<file path="src/sv/u8cp_pkg.sv">
`default_nettype none

package u8cp_pkg;

    localparam int unsigned CpWidth = 21;

    localparam logic [CpWidth-1:0] ReplChar  = 21'h00fffd;
    localparam logic [CpWidth-1:0] ScalarMax = 21'h10ffff;
    localparam logic [CpWidth-1:0] SurrLo    = 21'h00d800;
    localparam logic [CpWidth-1:0] SurrHi    = 21'h00dfff;

    localparam logic [7:0] ContMask  = 8'hc0;
    localparam logic [7:0] ContTag   = 8'h80;
    localparam logic [7:0] Lead2Mask = 8'he0;
    localparam logic [7:0] Lead2Tag  = 8'hc0;
    localparam logic [7:0] Lead3Mask = 8'hf0;
    localparam logic [7:0] Lead3Tag  = 8'he0;
    localparam logic [7:0] Lead4Mask = 8'hf8;
    localparam logic [7:0] Lead4Tag  = 8'hf0;
    localparam logic [7:0] Lead2Bits = 8'h1f;
    localparam logic [7:0] Lead3Bits = 8'h0f;
    localparam logic [7:0] Lead4Bits = 8'h07;
    localparam logic [7:0] ContBits  = 8'h3f;

    // pending multi-byte sequence
    typedef struct packed {
        logic [1:0]         expected;
        logic [1:0]         taken;
        logic [CpWidth-1:0] partial;
    } t_seq;

    // results produced by one byte: a run of replacements, then an optional final result
    typedef struct packed {
        logic [1:0]         rep_cnt;
        logic               fin_vld;
        logic [CpWidth-1:0] fin_cp;
        logic               fin_repl;
        logic               fin_ok;
        logic               fin_last;
    } t_burst;

    function automatic logic is_scalar(input logic [CpWidth-1:0] v);
        return (v <= ScalarMax) && ((v < SurrLo) || (v > SurrHi));
    endfunction

endpackage

`default_nettype wire

</file>
<file path="src/sv/u8cp_ifs.sv">
`default_nettype none

interface u8cp_byte_if;
    logic       valid;
    logic       ready;
    logic [7:0] in_byte;

    modport source (output valid, output in_byte, input ready);
    modport sink   (input valid, input in_byte, output ready);
endinterface

interface u8cp_cp_if;
    logic                          valid;
    logic                          ready;
    logic [u8cp_pkg::CpWidth-1:0]  code_point;
    logic                          replaced;
    logic                          scalar_ok;
    logic                          last;

    modport source (output valid, output code_point, output replaced,
                    output scalar_ok, output last, input ready);
    modport sink   (input valid, input code_point, input replaced,
                    input scalar_ok, input last, output ready);
endinterface

`default_nettype wire

</file>
<file path="src/sv/u8cp_decode.sv">
`default_nettype none

module u8cp_decode (
    input  wire u8cp_pkg::t_seq   i_seq,
    input  wire logic [7:0]       i_byte,
    output u8cp_pkg::t_seq        o_seq,
    output u8cp_pkg::t_burst      o_burst
);

    logic                            is_cont;
    logic [1:0]                      taken_inc;
    logic [u8cp_pkg::CpWidth-1:0]    acc;

    always_comb begin
        is_cont   = (i_byte & u8cp_pkg::ContMask) == u8cp_pkg::ContTag;
        taken_inc = i_seq.taken + 2'd1;
        acc       = {i_seq.partial[u8cp_pkg::CpWidth-7:0], i_byte[5:0]};

        o_seq            = i_seq;
        o_burst.rep_cnt  = 2'd0;
        o_burst.fin_vld  = 1'b0;
        o_burst.fin_cp   = u8cp_pkg::ReplChar;
        o_burst.fin_repl = 1'b0;
        o_burst.fin_ok   = 1'b1;
        o_burst.fin_last = 1'b0;

        if ((i_seq.expected != 2'd0) && is_cont) begin
            // continuation of a pending sequence
            o_seq.partial = acc;
            o_seq.taken   = taken_inc;
            if (taken_inc == i_seq.expected) begin
                o_burst.fin_vld = 1'b1;
                o_burst.fin_cp  = acc;
                o_burst.fin_ok  = u8cp_pkg::is_scalar(acc);
                o_seq           = '0;
            end
        end else begin
            if (i_seq.expected != 2'd0) begin
                // broken sequence: lead plus each taken continuation
                o_burst.rep_cnt = (i_seq.taken == 2'd3) ? 2'd3 : taken_inc;
                o_seq           = '0;
            end
            priority if (i_byte == 8'd0) begin
                o_burst.fin_vld  = 1'b1;
                o_burst.fin_cp   = '0;
                o_burst.fin_last = 1'b1;
            end else if (!i_byte[7]) begin
                o_burst.fin_vld = 1'b1;
                o_burst.fin_cp  = {{(u8cp_pkg::CpWidth-8){1'b0}}, i_byte};
            end else if ((i_byte & u8cp_pkg::Lead2Mask) == u8cp_pkg::Lead2Tag) begin
                o_seq.expected = 2'd1;
                o_seq.partial  = {{(u8cp_pkg::CpWidth-8){1'b0}},
                                  i_byte & u8cp_pkg::Lead2Bits};
            end else if ((i_byte & u8cp_pkg::Lead3Mask) == u8cp_pkg::Lead3Tag) begin
                o_seq.expected = 2'd2;
                o_seq.partial  = {{(u8cp_pkg::CpWidth-8){1'b0}},
                                  i_byte & u8cp_pkg::Lead3Bits};
            end else if ((i_byte & u8cp_pkg::Lead4Mask) == u8cp_pkg::Lead4Tag) begin
                o_seq.expected = 2'd3;
                o_seq.partial  = {{(u8cp_pkg::CpWidth-8){1'b0}},
                                  i_byte & u8cp_pkg::Lead4Bits};
            end else begin
                // lone continuation or lead 0xf8-0xff
                o_burst.fin_vld  = 1'b1;
                o_burst.fin_repl = 1'b1;
            end
        end
    end

endmodule

`default_nettype wire

</file>
<file path="src/sv/utf8_to_codepoint_decoder.sv">
`default_nettype none

// a result is registered and shows on the output in the cycle after its byte is transferred
// throughput: one byte per cycle while the output is ready; a byte giving several results
//   holds the input while the single result register drains them, one item per ready cycle
// reset: synchronous active-low i_rst_n clears the pending sequence and the result burst
module utf8_to_codepoint_decoder (
    input  wire logic    i_clk,
    input  wire logic    i_rst_n,
    u8cp_byte_if.sink    i_in,
    u8cp_cp_if.source    o_out
);

    // decoder state and the burst of results waiting to go out
    u8cp_pkg::t_seq   r_seq, n_seq;
    u8cp_pkg::t_burst r_burst, n_burst;

    // step of the decoder for the byte on the input
    u8cp_pkg::t_seq   dec_seq;
    u8cp_pkg::t_burst dec_burst;

    logic burst_empty;
    logic one_left;
    logic out_fire;
    logic in_fire;

    u8cp_decode u_decode (
        .i_seq   (r_seq),
        .i_byte  (i_in.in_byte),
        .o_seq   (dec_seq),
        .o_burst (dec_burst)
    );

    always_comb begin
        burst_empty = (r_burst.rep_cnt == 2'd0) && !r_burst.fin_vld;
        // exactly one result left in the burst
        one_left    = ((r_burst.rep_cnt == 2'd0) && r_burst.fin_vld) ||
                      ((r_burst.rep_cnt == 2'd1) && !r_burst.fin_vld);

        // output comes straight from the burst register: replacements first
        o_out.valid = !burst_empty;
        if (r_burst.rep_cnt != 2'd0) begin
            o_out.code_point = u8cp_pkg::ReplChar;
            o_out.replaced   = 1'b1;
            o_out.scalar_ok  = 1'b1;
            o_out.last       = 1'b0;
        end else begin
            o_out.code_point = r_burst.fin_cp;
            o_out.replaced   = r_burst.fin_repl;
            o_out.scalar_ok  = r_burst.fin_ok;
            o_out.last       = r_burst.fin_last;
        end
        out_fire = o_out.valid && o_out.ready;

        // take a new byte when the burst is empty or its last item leaves this cycle
        i_in.ready = burst_empty || (one_left && o_out.ready);
        in_fire    = i_in.valid && i_in.ready;

        n_seq   = r_seq;
        n_burst = r_burst;
        if (in_fire) begin
            n_seq   = dec_seq;
            n_burst = dec_burst;
        end else if (out_fire) begin
            if (r_burst.rep_cnt != 2'd0) begin
                n_burst.rep_cnt = r_burst.rep_cnt - 2'd1;
            end else begin
                n_burst.fin_vld = 1'b0;
            end
        end
    end

    always_ff @(posedge i_clk) begin
        if (!i_rst_n) begin
            r_seq   <= '0;
            r_burst <= '0;
        end else begin
            r_seq   <= n_seq;
            r_burst <= n_burst;
        end
    end

endmodule

`default_nettype wire

</file>
<file path="src/flat_wrapper.sv">
// flat-port wrapper written by rule: the top's interface ports become plain ports
module utf8_to_codepoint_decoder_flat 
  (i_clk, i_rst_n, i_in_valid, i_in_in_byte, i_in_ready, o_out_valid, o_out_code_point, o_out_replaced, o_out_scalar_ok, o_out_last, o_out_ready);
  u8cp_byte_if i_in_i ();
  u8cp_cp_if o_out_i ();
  input  wire logic i_clk;
  input  wire logic i_rst_n;
  input wire logic [$bits(i_in_i.valid)-1:0] i_in_valid;
  input wire logic [$bits(i_in_i.in_byte)-1:0] i_in_in_byte;
  output wire logic [$bits(i_in_i.ready)-1:0] i_in_ready;
  output wire logic [$bits(o_out_i.valid)-1:0] o_out_valid;
  output wire logic [$bits(o_out_i.code_point)-1:0] o_out_code_point;
  output wire logic [$bits(o_out_i.replaced)-1:0] o_out_replaced;
  output wire logic [$bits(o_out_i.scalar_ok)-1:0] o_out_scalar_ok;
  output wire logic [$bits(o_out_i.last)-1:0] o_out_last;
  input wire logic [$bits(o_out_i.ready)-1:0] o_out_ready;
  assign i_in_i.valid = i_in_valid;
  assign i_in_i.in_byte = i_in_in_byte;
  assign i_in_ready = i_in_i.ready;
  assign o_out_valid = o_out_i.valid;
  assign o_out_code_point = o_out_i.code_point;
  assign o_out_replaced = o_out_i.replaced;
  assign o_out_scalar_ok = o_out_i.scalar_ok;
  assign o_out_last = o_out_i.last;
  assign o_out_i.ready = o_out_ready;
  utf8_to_codepoint_decoder u_core (.i_clk(i_clk), .i_rst_n(i_rst_n), .i_in(i_in_i), .o_out(o_out_i));
endmodule
</file>
<file path="config.mk">
export PLATFORM = sky130hd
export DESIGN_NAME = utf8_to_codepoint_decoder_flat
export DESIGN_NICKNAME = d
export VERILOG_FILES = /design/src/sv/u8cp_pkg.sv /design/src/sv/u8cp_ifs.sv /design/src/sv/u8cp_decode.sv /design/src/sv/utf8_to_codepoint_decoder.sv /design/src/flat_wrapper.sv
export SDC_FILE = /design/constraint.sdc
export NUM_CORES = 1
export LEC_CHECK = 0
export CAP_MARGIN = 20
export CORE_ASPECT_RATIO = 0.8
export CORE_UTILIZATION = 55
export DETAILED_ROUTE_END_ITERATION = 7
export DONT_BUFFER_PORTS = 1
export PLACE_DENSITY_LB_ADDON = 0.08
export REMOVE_ABC_BUFFERS = 1
export SYNTH_ARGS = -nofsm -noshare
export SYNTH_HDL_FRONTEND = slang
export SYNTH_SLANG_ARGS = --single-unit
export TNS_END_PERCENT = 20
</file>
<file path="constraint.sdc">
create_clock -name i_clk -period 2.2 [get_ports i_clk]
set_clock_uncertainty 0.1 [all_clocks]
set_input_delay 0.11 -clock i_clk [delete_from_list [all_inputs] [get_ports i_clk]]
set_output_delay 0.11 -clock i_clk [all_outputs]
set_load 0.005 [all_outputs]
</file>
Word-level counts from Yosys, hierarchy flattened
Cells that the tools add are included.
{"block": "totals", "input_bits": 12, "mem_bits_rw": 0, "romBits": 0, "regBits": 52, "mem_count": 0, "latchBits": 0}
{"block": "classes", "magnitude_cmp": 3, "mul": 0, "reduce_logical": 24, "shift": 0, "n_bitwise": 0, "addsub": 2, "eq_ne": 9, "n_div": 0, "mux": 39}
{"cell": "two-way mux 21 bit", "count": 6}
{"cell": "two-way mux 25 bit", "count": 3}
{"cell": "two-way mux 22 bit", "count": 3}
{"cell": "greater-than comparator 21 x 16 -> 1 bit (second input constant)", "count": 1}
{"cell": "<= comparator 21 bit (second input constant)", "count": 1}
{"cell": "< comparator 21 x 16 -> 1 bit (second input constant)", "count": 1}
{"cell": "two-way mux 2 bit", "count": 9}
{"cell": "two-way mux 16 bit", "count": 1}
{"cell": "two-way mux 1 bit", "count": 15}
{"cell": "nonzero test 2 bit", "count": 5}
{"cell": "logical AND 1 bit", "count": 8}
{"cell": "logical NOT 8 bit", "count": 1}
{"cell": "AND reduction 2 bit", "count": 4}
{"cell": "two-way mux 3 bit", "count": 2}
{"cell": "== test 5 bit (second input constant)", "count": 1}
{"cell": "== test 2 bit (second input constant)", "count": 2}
{"cell": "== test 4 bit (second input constant)", "count": 1}
{"cell": "!= test 2 x 1 -> 1 bit (second input constant)", "count": 2}
{"cell": "== test 3 bit (second input constant)", "count": 1}
{"cell": "logical OR 1 bit", "count": 3}
{"cell": "adder 2 x 1 -> 2 bit (second input constant)", "count": 1}
{"cell": "== test 2 x 1 -> 1 bit (second input constant)", "count": 1}
{"cell": "== test 2 bit", "count": 1}
{"cell": "logical NOT 1 bit", "count": 2}
{"cell": "2 further kinds", "count": 2}

Logic depth before layout (Yosys ltp)
Gate-level depths: netlist (run 1).
{"block": "depth", "depth_word": 8, "mapped_depth": 7}

Cells and area by module
From an unflattened synthesis (run 1), not the netlist that was laid out.
{"block": "unflattened", "hier_cells": 377, "hier_area_um2": 2802.7}
{"module": "utf8_to_codepoint_decoder", "cells_per_inst": 273, "area_per_inst_um2": 2094.5, "instances": 1, "seq_area_each_um2": 1041.0}
{"module": "u8cp_decode", "cells_per_inst": 104, "area_per_inst_um2": 708.2, "instances": 1, "seq_area_each_um2": 0.0}

Worst setup path before layout (run 1)
OpenSTA, ideal clock, no wires.
{"block": "synth_path", "kind": "register to register", "startpoint": "register u_core.r_seq[21] in the netlist's numbering", "endpoint": "register u_core.r_seq[0] in the netlist's numbering", "n_path_buf": 1, "period_less_slack_ps": 2118, "arrival_time_ps": 1901, "stages_incl_launch_ff": 8, "setup_ps": 117, "setup_slack_ps": 82, "path_cell_list": "dfxtp_1 clkbuf_2 inv_1 ha_1 nor2b_1 o211ai_1 nand3_1 a32o_1"}
{"block": "synth_between", "elab_chain_len": 4}
{"item": "start: declaration", "line": "utf8_to_codepoint_decoder.sv:15", "text": "u8cp_pkg::t_seq r_seq, n_seq;"}
{"item": "start signal: assignment", "line": "utf8_to_codepoint_decoder.sv:78", "text": "r_seq <= n_seq;"}
{"item": "adder 2 x 1 -> 2 bit", "line": "u8cp_decode.sv:16", "text": "taken_inc = i_seq.taken + 2'd1;"}
{"item": "== test 2 bit", "line": "u8cp_decode.sv:31", "text": "if (taken_inc == i_seq.expected) begin"}
{"item": "two-way mux 25 bit", "line": "u8cp_decode.sv:31"}
{"item": "two-way mux 25 bit", "line": "u8cp_decode.sv:27", "text": "if ((i_seq.expected != 2'd0) && is_cont) begin"}
Every way passes these cells. The select of a mux whose other input is x is not followed.
A chain may end at the register's enable or synchronous reset.

Worst setup path in the final report (run 1)
{"block": "layout_path", "startpoint": "register u_core.r_seq[21] in the netlist's numbering", "endpoint": "register u_core.r_burst[9] in the netlist's numbering"}
{"block": "layout_between", "elab_chain_len": 4}
{"item": "adder 2 x 1 -> 2 bit", "line": "u8cp_decode.sv:16"}
{"item": "== test 2 bit", "line": "u8cp_decode.sv:31"}
{"item": "two-way mux 22 bit", "line": "u8cp_decode.sv:31"}
{"item": "two-way mux 22 bit", "line": "u8cp_decode.sv:27"}
{"item": "end signal: assignment", "line": "utf8_to_codepoint_decoder.sv:79", "text": "r_burst <= n_burst;"}
{"item": "end: declaration", "line": "utf8_to_codepoint_decoder.sv:16", "text": "u8cp_pkg::t_burst r_burst, n_burst;"}
Every way passes these cells.

==> flow_summary_export.csv, run 1 <==
group,metric,value,unit
global_routing,grt_pass1_vias,1741,
global_routing,grt_antenna_before_repair,0,
synth,yosysWarningCount,0,
timing,timing.final.setup_violations,0,
run_status,outcome,"finished clean",
clock_network,cts.sink_count,46,
die,floorplan.io_pins,38,
timing,finalWorstPathRequiredPeriod,2050,ps
route,finalWirelength,5.69,mm
finish,syn2layout_area_growth,13.3,%
route,drt-wirelength-per-cell,17.8,um
power,cellPowerDensity,991,nW/um2
synth,ys_seq_area_share,40.4,%
route,antenna_left,0,
clock_network,ctsHtreeMaxLevel,2,
finish,fillers,325,
die,placement_rows,20,
timing,setup-tns-final,0,ps
timing,relSlewSlack,56.5,%
placement,place.detailed.hpwl,3.72,mm
flow_run,maxCapViolations,0,
timing,drv_slew,0,
placement,routabilityCongestion,0.846,
timing,max_freq,489,MHz
synth,postSynth.asyncResetShare,0,%
worst_setup_path,worst_setup_path_start_kind,"flip-flop",
route,detailroute.via_count,2002,
worst_setup_path,arrival,2130,ps
synth,syn-cell-area,2280,um2
timing,finalHoldViolCount,0,
die,fp.dieArea,4410,um2
die,starting_utilization_of_the_core_area,58.8,%
synth,post_synth.cell_area_avg,9.06,um2
worst_setup_path,timing.setup.critical_path_class,"reg2reg",
timing,grt_setup_unrepaired,"false",
timing,tightest_slew,653,ps
worst_setup_path,worstSetupEndpointType,"flip-flop",
die,die_h,59.6,um
route,initialDrtViolationCount,162,
synth,synth_cell_types,56,
global_routing,grt_max_degree,43,
finish,number_of_nets_in_the_final_layout,280,
placement,placement.io_buffers,0,
die,placeableCoreArea,3880,um2
global_routing,grt_pass1_wl,9.00,mm
clock_network,clock-root-buffer,"sky130_fd_sc_hd__clkbuf_8",
clock_network,worst_setup_hold_path_clk_slew,90,ps
route,viasPerCell,6.26,
clock_network,cts_buffers,5,
worst_setup_path,critPathRequiredTime,2280,ps
finish,layout.cells.most_common_list,"sky130_fd_sc_hd__dfxtp_1 (46), sky130_fd_sc_hd__o21ai_0 (22), sky130_fd_sc_hd__nand3_1 (19)",
power,ir_drop,0.000602,V
finish,postLayoutCoreUtil,66.6,%
synth,synth_edf_count,0,
power,leakagePower,1.02,nW
synth,synthesis.instances,252,
global_routing,grt_remaining_overflow,0,
clock_network,cts.repair_timing.setup_buffer_count,0,
worst_setup_path,critical_path.max_fanout,7,
route,drc_violations_left,0,
global_routing,grt_usage,27.8,%
timing,final_min_period_over_clock_period,93.0,%
synth,synth_seq_cells,46,
timing,timing.final.ws_setup,153,ps
timing,hold-worst-slack,6.87,ps
clock_network,cts_max_path_buffers,2,
finish,antenna_cells,0,
placement,placement_stage_worst_setup_slack,221,ps
finish,layout.cells.most_common,"sky130_fd_sc_hd__dfxtp_1",
min_path,hp-class,"in2reg",
clock_network,worst_skew_pair.late_latency,310,ps
die,die-width,74.0,um
route,firstDrtPassIters,6,
clock_network,cts_tree,"yes",
finish,post_route_cells_drive_above_1_share,13.2,%
synth,synth_flop_cell,"sky130_fd_sc_hd__dfxtp_1",
clock_network,quantity_of_gates_resized_following_cts,0,
[worst max-delay path, stage by stage (launching register included)]
cell                       delay [ps]
sky130_fd_sc_hd__dfxtp_1          330
sky130_fd_sc_hd__inv_1             60
sky130_fd_sc_hd__ha_1             380
sky130_fd_sc_hd__nor4b_2          350
sky130_fd_sc_hd__a32oi_2          100
sky130_fd_sc_hd__buf_4            210
sky130_fd_sc_hd__o221ai_1         270
sky130_fd_sc_hd__a21boi_0         130
[per-layer routing]
metal  part of all wire [%]  track usage [%]
met5                      0                0
met4                   0.86             5.77
met3                    8.7             8.50
met2                     42             40.1
met1                     49             40.5
[cell usage after synthesis, drive strengths merged, types with 2 or more instances]
library cell	number	area, um2
o221a	3	33.8
a21oi	3	15.0
and2	10	65.1
dfxtp	46	921
nand3	19	95.1
nand4	2	12.5
and3b	2	21.3
or2b	3	22.5
nor3	5	25.0
a22o	10	87.6
mux2i	2	20.0
nor4	4	25.0
clkbuf	8	32.5
o211ai	2	15.0
nand2b	14	87.6
nor2b	4	32.5
o21ai	25	125
nor4b	3	38.8
ha	4	50.1
or2	3	18.8
a21boi	6	67.6
nor2	13	48.8
nand2	17	63.8
a31oi	3	18.8
inv	9	33.8
o32ai	2	17.5
a32o	5	50.1
o31ai	2	28.8
buf	9	53.8
[registers in the layout, summed over array words and instances (netlist names)]
signal          flops
u_core.r_seq       19
u_core.r_burst     27
[path summary, 6_finish.rpt]
kind	from	slack [ps]	cells past startpoint	endpoint
max	u_core.r_seq[21]	150	7	u_core.r_burst[9]
min	i_in_in_byte[7]	7	2	u_core.r_burst[15]
max reg2reg	u_core.r_seq[21]	150	7	u_core.r_burst[9]
min reg2reg	u_core.r_burst[0]	350	2	u_core.r_burst[0]
[area by class of cell]
| class | count | area [um2] | share of cell area [%] |
|---|---|---|---|
| well taps | 55 | 68.8 | 2.66 |
| multi-input cells | 180 | 1240 | 48.0 |
| clock buffers | 5 | 68.8 | 2.66 |
| clock inverters | 3 | 43.8 | 1.69 |
| inverters | 9 | 33.8 | 1.31 |
| repair buffers | 22 | 208 | 8.03 |
| flip-flops and latches | 46 | 921 | 35.6 |
[cell families (layout without fill, tap and decap cells)]
family                     count (synthesis)  in the layout  share of synthesized area, %
adders and majority gates                  4              4                          2.19
buffers and inverters                     26             39                          5.26
and+or+nand+nor                          103            103                          25.7
muxes                                      2              2                         0.877
AOI/OAI and AO/OA                         70             70                          24.9
DFF                                       46             46                          40.4
xor gates and xnor gates                   1              1                         0.713
[report_power, final]
group | total, mW | switching [mW] | internal, mW
Clock | 0.645 | 0.304 | 0.341
Sequential | 1.01 | 0.0638 | 0.943
Combinational | 0.910 | 0.541 | 0.369
[stage by stage]
step | total power, mW | cells | cell area (um2)
global route | 2.73 | 320 | 2580
detailed placement | 1.89 | 299 | 2330
global placement | 1.88 | 299 | 2330
floorplan | 1.65 | 235 | 2200
finish | 2.56 | 320 | 2580
CTS | 2.56 | 320 | 2580
[what timing repair did]
item,4_1_cts,5_1_grt
setup endpoints to repair,0,0
endpoints found under the hold margin,37,0
hold buffers,13,0
Note: power is estimated with default switching activity, not from simulation.
==> run 2, diff against run 1 <==
--- a/config.mk
+++ b/config.mk
@@ -12,7 +12,9 @@
 export DONT_BUFFER_PORTS = 1
 export PLACE_DENSITY_LB_ADDON = 0.08
 export REMOVE_ABC_BUFFERS = 1
+export SKIP_CTS_REPAIR_TIMING = 1
 export SYNTH_ARGS = -nofsm -noshare
 export SYNTH_HDL_FRONTEND = slang
+export SYNTH_HIERARCHICAL = 1
 export SYNTH_SLANG_ARGS = --single-unit
 export TNS_END_PERCENT = 20
==> run 2 against run 1 <==
  * Clock power decreased by 18%
  * Sequential cell count unchanged
  * Final area increased by 8.2%
  * Worst hold slack got worse by 38 ps
  * The run now ends with hold timing left
  * Final cell count increased by 28%
  * Count of clock-buffer cells in the layout unchanged
  * Critical path depth increased by 1
  * Die area increased by 12%
  * Synthesized area increased by 12%
  * Highest routed layer unchanged
==> flow_summary_export.csv, run 2 <==
group,metric,value,unit
global_routing,grt_pass1_vias,2113,
timing,finalHoldViolCount,3,
flow_run,maxCapViolations,0,
route,drc_violations_left,0,
route,antenna_left,0,
clock_network,cts.sink_count,46,
route,detailroute.via_count,2322,
timing,relSlewSlack,64.7,%
synth,post_synth.cell_area_avg,7.36,um2
finish,final_area,2800,um2
timing,hold-worst-slack,-30.7,ps
worst_setup_path,arrival,2140,ps
clock_network,cts_buffers,5,
die,die-width,78.2,um
finish,layout.cells.most_common,"sky130_fd_sc_hd__nand2_1",
route,firstDrtPassIters,4,
worst_setup_path,cp_slowest_cell,"sky130_fd_sc_hd__a221o_1",
global_routing,grt_remaining_overflow,0,
route,initialDrtViolationCount,248,
min_path,hp-class,"in2reg",
die,floorplan.io_pins,38,
worst_setup_path,worst-r2r-cell-count,8,
clock_network,worst_skew_pair.late_latency,300,ps
die,placement_rows,21,
worst_setup_path,buffering_stage_count_on_the_worst_path_with_inverters_included,1,
timing,final_min_period_over_clock_period,93.1,%
finish,layout.cells.most_common_list,"sky130_fd_sc_hd__nand2_1 (109), sky130_fd_sc_hd__a21oi_1 (49), sky130_fd_sc_hd__dfxtp_1 (46)",
finish,antenna_cells,0,
placement,placement.io_buffers,0,
die,placeableCoreArea,4310,um2
route,drt-wirelength-per-cell,14.7,um
worst_setup_path,worstSetupPathDepth,8,
die,die_h,63.0,um
finish,max_flop_register,"u_core/r_burst",
worst_setup_path,worstSetupEndpointType,"flip-flop",
timing,setup-tns-final,0,ps
route,finalWirelength,6.00,mm
die,fp.dieArea,4920,um2
placement,place.detailed.hpwl,4.05,mm
timing,max_freq,488,MHz
power,ir_drop,0.000512,V
route,viasPerCell,5.68,
power,cellPowerDensity,887,nW/um2
worst_setup_path,worst_setup_path_start_kind,"flip-flop",
timing,finalWorstPathRequiredPeriod,2050,ps
finish,layout_top_registers,"u_core/r_burst (27), u_core/r_seq (19)",
worst_setup_path,timing.critical_path.slowest_cell_delay,360,ps
worst_setup_path,critical-path-top-delay-family,"compound AO/OA/AOI/OAI gates",
synth,synthesis.instances,347,
global_routing,grt_max_degree,32,
min_path,cell_count_of_the_worst_hold_path,3,
clock_network,clock-root-buffer,"sky130_fd_sc_hd__clkbuf_8",
placement,routabilityCongestion,0.897,
worst_setup_path,critical_path.max_fanout,16,
clock_network,ctsHtreeMaxLevel,2,
global_routing,grt_usage,25.7,%
power,leakagePower,1.08,nW
timing,grt_setup_unrepaired,"false",
finish,fillers,408,
global_routing,grt_antenna_before_repair,0,
clock_network,worst_setup_hold_path_clk_slew,90,ps
power,report.power.total,2.48,mW
die,starting_utilization_of_the_core_area,59.3,%
worst_setup_path,critPathRequiredTime,2290,ps
global_routing,grt_pass1_wl,9.97,mm
finish,post_route_cells_drive_above_1_share,8.81,%
placement,placedInstanceArea,2610,um2
finish,number_of_nets_in_the_final_layout,367,
run_status,violated_checks,"hold timing",
synth,syn-cell-area,2550,um2
finish,syn2layout_area_growth,9.50,%
clock_network,cts_tree,"yes",
timing,timing.final.setup_violations,0,
timing,tightest_slew,525,ps
clock_network,cts_max_path_buffers,2,
worst_setup_path,crit_chain,"inv_1 > ha_4 > nor2b_1 > o211a_1 > a31o_4 > a221o_1 > nand2_1 > a21oi_1",
timing,drv_slew,0,
run_status,outcome,"finished, violations left",
synth,yosysWarningCount,6,
worst_setup_path,timing.setup.critical_path_class,"reg2reg",
finish,largest_register_ffs,27,
## run 2: worst paths after layout
check	from	end	slack, ps
setup reg to reg	u_core/r_seq[21]	u_core/r_seq[4]	150
hold reg to reg	u_core/r_burst[15]	u_core/r_burst[15]	350
hold / removal	i_in_in_byte[5]	u_core/r_burst[8]	-30
setup / recovery	u_core/r_seq[21]	u_core/r_seq[4]	150
## run 2: area by class of cell
| type | instances | area (um2) | area share, % |
|---|---|---|---|
| Clock buffer | 5 | 68.8 | 2.46 |
| Clock inverter | 3 | 21.3 | 0.760 |
| Inverter | 11 | 41.3 | 1.48 |
| Multi-Input combinational cell | 266 | 1480 | 53.0 |
| Sequential cell | 46 | 921 | 32.9 |
| Tap cell | 57 | 71.3 | 2.55 |
| Timing Repair Buffer | 21 | 190 | 6.80 |
## run 2: stage by stage
step | std cells | setup slack, ps | util, %
floorplan | 323 | -589 | -
global placement | 393 | 136 | 60.5
detailed placement | 393 | 73.4 | 60.5
CTS | 401 | 53.9 | 62.6
global route | 409 | 21.4 | 64.9
finish | 409 | 153 | 64.9
## run 2: power by group
group / switching, mW / leakage [nW] / internal (mW) / total, mW
Sequential: 0.0491 / 0.374 / 0.924 / 0.973
Combinational: 0.630 / 0.665 / 0.351 / 0.981
Clock: 0.303 / 0.0441 / 0.224 / 0.527
## run 2: layer usage
layer / up-vias / GRT usage, % / share of wire, %
li1: 1167 / - / -
met1: 1081 / 35.8 / 49
met2: 67 / 38.5 / 44
met3: 7 / 4.96 / 5.4
met4: 0 / 10.6 / 1.2
met5: - / 0 / 0
## run 2: tightest hold or removal path: stages
cell                       delay (ps)
sky130_fd_sc_hd__nand2b_1          80
sky130_fd_sc_hd__nand2_1           50
sky130_fd_sc_hd__a21oi_1          100
